==> src/hw/rtl/bale_pkg.sv <==
// Shared types and constants for the bounded array list engine.
`timescale 1ns / 1ps
`default_nettype none
package bale_pkg;

    localparam int DEPTH_DEFAULT = 64;

    localparam int COORD_W = 64;
    localparam int KIND_W  = 3;
    localparam int POS_W   = 6;
    localparam int COUNT_W = 7;
    localparam int CFG_W   = 7;
    localparam int CFG_IDX_W = 2;

    // Request kinds
    localparam logic [KIND_W-1:0] KIND_APPEND = 3'd0;
    localparam logic [KIND_W-1:0] KIND_INSERT = 3'd1;
    localparam logic [KIND_W-1:0] KIND_REMOVE = 3'd2;
    localparam logic [KIND_W-1:0] KIND_READ   = 3'd3;
    localparam logic [KIND_W-1:0] KIND_WRITE  = 3'd4;

    // Configuration register indexes
    localparam logic [CFG_IDX_W-1:0] REG_MAX_ENTRIES  = 2'd0;
    localparam logic [CFG_IDX_W-1:0] REG_LIST_ENABLED = 2'd1;

    localparam logic [COUNT_W-1:0] MAX_ENTRIES_RESET = 7'd1;

    typedef enum logic [1:0] {
        ST_OK      = 2'd0,
        ST_NO_LIST = 2'd1,
        ST_FULL    = 2'd2,
        ST_RANGE   = 2'd3
    } t_status;

    // What one cell does at the next edge
    typedef enum logic [1:0] {
        OP_HOLD       = 2'd0,
        OP_LOAD       = 2'd1,
        OP_FROM_LEFT  = 2'd2,
        OP_FROM_RIGHT = 2'd3
    } t_cell_op;

    typedef struct packed {
        logic [COORD_W-1:0] x;
        logic [COORD_W-1:0] y;
        logic [COORD_W-1:0] z;
    } t_entry;

    typedef struct packed {
        logic [KIND_W-1:0]  kind;
        logic [POS_W-1:0]   position;
        logic [COORD_W-1:0] coord_x;
        logic [COORD_W-1:0] coord_y;
        logic [COORD_W-1:0] coord_z;
    } t_request;

    typedef struct packed {
        t_status             status;
        logic [COORD_W-1:0]  read_x;
        logic [COORD_W-1:0]  read_y;
        logic [COORD_W-1:0]  read_z;
        logic [COUNT_W-1:0]  entry_count;
    } t_result;

endpackage
`default_nettype wire

==> src/hw/rtl/bale_cell.sv <==
// One list slot: holds an entry and takes a new one from input or a neighbor.
`timescale 1ns / 1ps
`default_nettype none
module bale_cell (
    input  wire logic              i_clk,
    input  wire bale_pkg::t_cell_op i_op,
    input  wire bale_pkg::t_entry  i_load,
    input  wire bale_pkg::t_entry  i_left,
    input  wire bale_pkg::t_entry  i_right,
    output bale_pkg::t_entry       o_entry
);
    import bale_pkg::*;

    t_entry r_entry;
    t_entry n_entry;

    always_comb begin
        unique case (i_op)
            OP_LOAD:       n_entry = i_load;
            OP_FROM_LEFT:  n_entry = i_left;
            OP_FROM_RIGHT: n_entry = i_right;
            default:       n_entry = r_entry;
        endcase
    end

    always_ff @(posedge i_clk) begin
        r_entry <= n_entry;
    end

    assign o_entry = r_entry;

endmodule
`default_nettype wire

==> config.mk <==
export PLATFORM = sky130hd
export DESIGN_NAME = bale_cell
export DESIGN_NICKNAME = d
export VERILOG_FILES = /design/src/hw/rtl/bale_pkg.sv /design/src/hw/rtl/bale_cell.sv
export SDC_FILE = /design/constraint.sdc
export NUM_CORES = 1
export LEC_CHECK = 0
export BUFFER_PORTS_ARGS = -buffer_cell sky130_fd_sc_hd__buf_2
export CAP_MARGIN = 10
export CORE_AREA = 2 2 297 299
export CTS_CLUSTER_DIAMETER = 50
export DETAILED_ROUTE_END_ITERATION = 12
export DIE_AREA = 0 0 299 301
export GPL_TIMING_DRIVEN = 0
export HOLD_SLACK_MARGIN = 0.06
export PLACE_DENSITY = 0.35
export SYNTH_ARGS = -nofsm -noshare
export SYNTH_HDL_FRONTEND = slang
export SYNTH_SLANG_ARGS = --single-unit
==> constraint.sdc <==
create_clock -name i_clk -period 3.9 [get_ports i_clk]
set_clock_uncertainty 0.15 [all_clocks]
set_input_delay 0 -clock i_clk [delete_from_list [all_inputs] [get_ports i_clk]]
set_output_delay 0 -clock i_clk [all_outputs]
set_load 0.05 [all_outputs]
[Word level (Yosys, flattened, before mapping)]
Cells that the tools add are included.
Storage, ports and cells
  bits of input ports: 579
  word-level logic and storage cells: 8
  output and inout port bits: 192
  register bits: 192
Operators by class
  muxes and demuxes: 1
  equal/unequal tests: 3
  reduce and logical (&&, ||, !) cells: 1
Operators by type and width (number)
  192-bit case mux with 3 select lines: 1
  2-bit == test, second input constant: 2
  3-bit nonzero test: 1
  2-bit by 1-bit == test with 1-bit output, second input constant: 1

[Logic depth before layout (Yosys ltp)]
  depth in word-level cells: 2
  depth in mapped cells: 5
  depth with buffers taken out: 2

[Least setup slack after synthesis]
No wires, ideal clock.
  path type: input-to-reg
  start point: input port i_op[0]
  end point: register r_entry, in the netlist o_entry[0], enable pin
  data arrival time: 2.783 ns
  setup time: 0.472 ns
  path buffers: 3
  slack: 0.494 ns
  stages on the path: 4
  required time: 3.278 ns
  cell sequence: buf_4 -> buf_12 -> buf_8 -> or2_2
Between the ends
  longest elaborated chain between the ends: 2
  elaborated cells between the ends (all ways): 4
  those cells by class: eq/ne (3); reduce/logical (1)
Ends and longest elaborated chain
  start: declaration: line bale_cell.sv:6  | input wire bale_pkg::t_cell_op i_op,
  2-bit == test / 2-bit by 1-bit == test with 1-bit output (equally long branches): line bale_cell.sv:18  | unique case (i_op)
  3-bit nonzero test (no line) (*)
  end signal: assignment: line bale_cell.sv:27  | r_entry <= n_entry;
  end: declaration: line bale_cell.sv:14  | t_entry r_entry;
Every way passes the cells marked *; elsewhere a longest branch is shown, timed or not.
A chain may end at the register's enable or synchronous reset.

[Worst setup path after layout]
  start point: input port i_op[1]
  end point: register r_entry, in the netlist o_entry[55], enable pin
The elaborated chain is that of the path after synthesis.

==> qor.yml <==
status: "finished, final reports clean"
syn_nets: 1413
avgSynthCellArea_sq_um: 12.0
die_w_um: 299
cts_sinks: 192
numPortBuffers: 768
ys_types: 11
synth_top_cell_area_share_pct: 57.8
layout-drive-gt1-share_pct: 42.1
clock-root-buffer: "clkbuf_16"
placed_cells_incl_taps: 2760
grt_max_degree: 61
antenna_found_initial: 5
layout_commonest_cell: "buf_2"
vdd_drop_max_mv: 0.342
clkTransAtPathRegs_ns: 0.07
clock_path_buffers: 2
nFillCells: 9483
power_density_nw_per_um2: 348
drc: 0
fin_cells: 3181
worstHoldPathCells: 4
overflow: 0
dpl_worst_slack_ns: 1.14
fin_area_sq_um: 19800
areaGrowthSynthToFinish_pct: 98.5
cp-end-kind: "flop"
drtIter0Drc: 435
worstPathRequired_ns: 3.91
place_area_sq_um: 15300
wirelength_mm: 53.5
vias: 11300
routedWlPerCell_um: 16.8
p_total_mw: 6.89
cp_max_fo: 56
fin_crit_sh_pct: 54.9
seq_area_frac_synth_pct: 57.8
htreeDepth: 4
p_leak_nw: 8.89
min_period_ns: 2.14
die_area_sq_um: 90000
cts_tree: "yes"
gp_congestion: 0.952
num_io_pins: 771
setup_tns_ns: 0
vias_per_cell: 3.56
hpwl_mm: 42.7
crit_type: "input pin to flop"
placementRows: 108
synth.area.top_cells: "edfxtp_1, mux2i_1, a21oi_1, nor2_1, buf_12"
post-synth-top-area-cell: "edfxtp_1"
hold_path.class: "input pin to flop"
cts_setup_buffers: 0
synthCells: 834
drtAntennaViolNets: 0
setup_violations: 0
drv_slew: 0
grt_pass1_vias: 12000
groute.usage.overall_pct: 11.3
dr.pass1.iters: 4
netlist_area_sq_um: 9970
grt_pass1_wl_mm: 73.7
maxSlewHeadroom_pct: 47.2
worst_slew_pin_slew_ns: 0.792
layout_common_cells: "buf_2, dlygate4sd3_1"
multi_input_area_sq_um: 3610
fin_nets: 2591
startpoint_type: "input pin"
regArea_sq_um: 5770
hold_viol_final: 0
ys_seq_elements: 192
finalWorstSetupSlack_ns: 1.76
cts_buffers: 17
coreArea_sq_um: 86500
initial_utilization_pct: 11.5
cap_violations: 0
yosys_warnings: 0
arrival_ns: 2.16
rsz0062_at_grt: "false"
maxClockFrequency_ghz: 0.467
dieHeight_um: 301
largest_reg_flops: 192
[area by class of cell]
type                    instances  area share, %
clock buffers                  18           2.17
diodes                          1         0.0126
clock inverters                14          0.676
multi-input cells             577           18.3
well taps                    1155           7.30
plain buffers                  65           3.00
flip-flops and latches        192           29.1
repair buffers               1159           39.5
[final timing paths]
check                  start           to
setup / recovery     i_op[1]  o_entry[55]
hold / removal    i_left[11]  o_entry[11]
[synthesized netlist by cell type]
| cell type | count |
|---|---|
| mux2i_1 | 192 |
| edfxtp_1 | 192 |
| buf_12 | 18 |
| or2_2 | 1 |
| buf_8 | 1 |
| buf_2 | 28 |
| clkbuf_1 | 13 |
| buf_1 | 2 |
| a21oi_1 | 192 |
| nor2_1 | 192 |
| buf_4 | 3 |
[logic make-up after synthesis]
group | after synthesis | synth area share, %
and+or+nand+nor | 193 | 7.29
muxes | 192 | 19.3
DFF | 192 | 57.8
buffers and inverters | 65 | 5.96
AOI/OAI and AO/OA | 192 | 9.64
[power breakdown]
part	internal (mW)	total, mW	switching (mW)	leakage, nW
registers	2.55	2.62	0.0676	1.93
clock network	0.890	1.81	0.921	0.272
logic	0.921	2.45	1.53	6.69
[per-layer routing]
metal	track usage, %	vias up	wire, um
met5	0	-	27
met4	4.99	4	1750
met3	3.82	79	4020
met2	21.1	517	28200
met1	11.4	5306	19400
li1	-	5411	-
[what timing repair did]
| item | CTS | global route |
|---|---|---|
| resized for setup | 0 | 0 |
| hold buffers | 388 | 0 |
| hold endpoints to repair | 192 | 0 |
[metrics by stage]
step | hold slack [ns] | utilization (%)
6_report | 0.252 | 22.9
5_1_grt | 0.222 | 22.9
4_1_cts | 0.172 | 22.9
3_5_place_dp | 0.174 | 17.7
3_3_place_gp | 0.171 | 17.6
2_1_floorplan | 0.0799 | -
[worst max-delay path: stages]
cell and delay, ns:
buf_2 0.21, clkbuf_1 0.56, or2_4 0.58, buf_16 0.31, buf_16 0.31
Power figures use the tool's default switching activity.
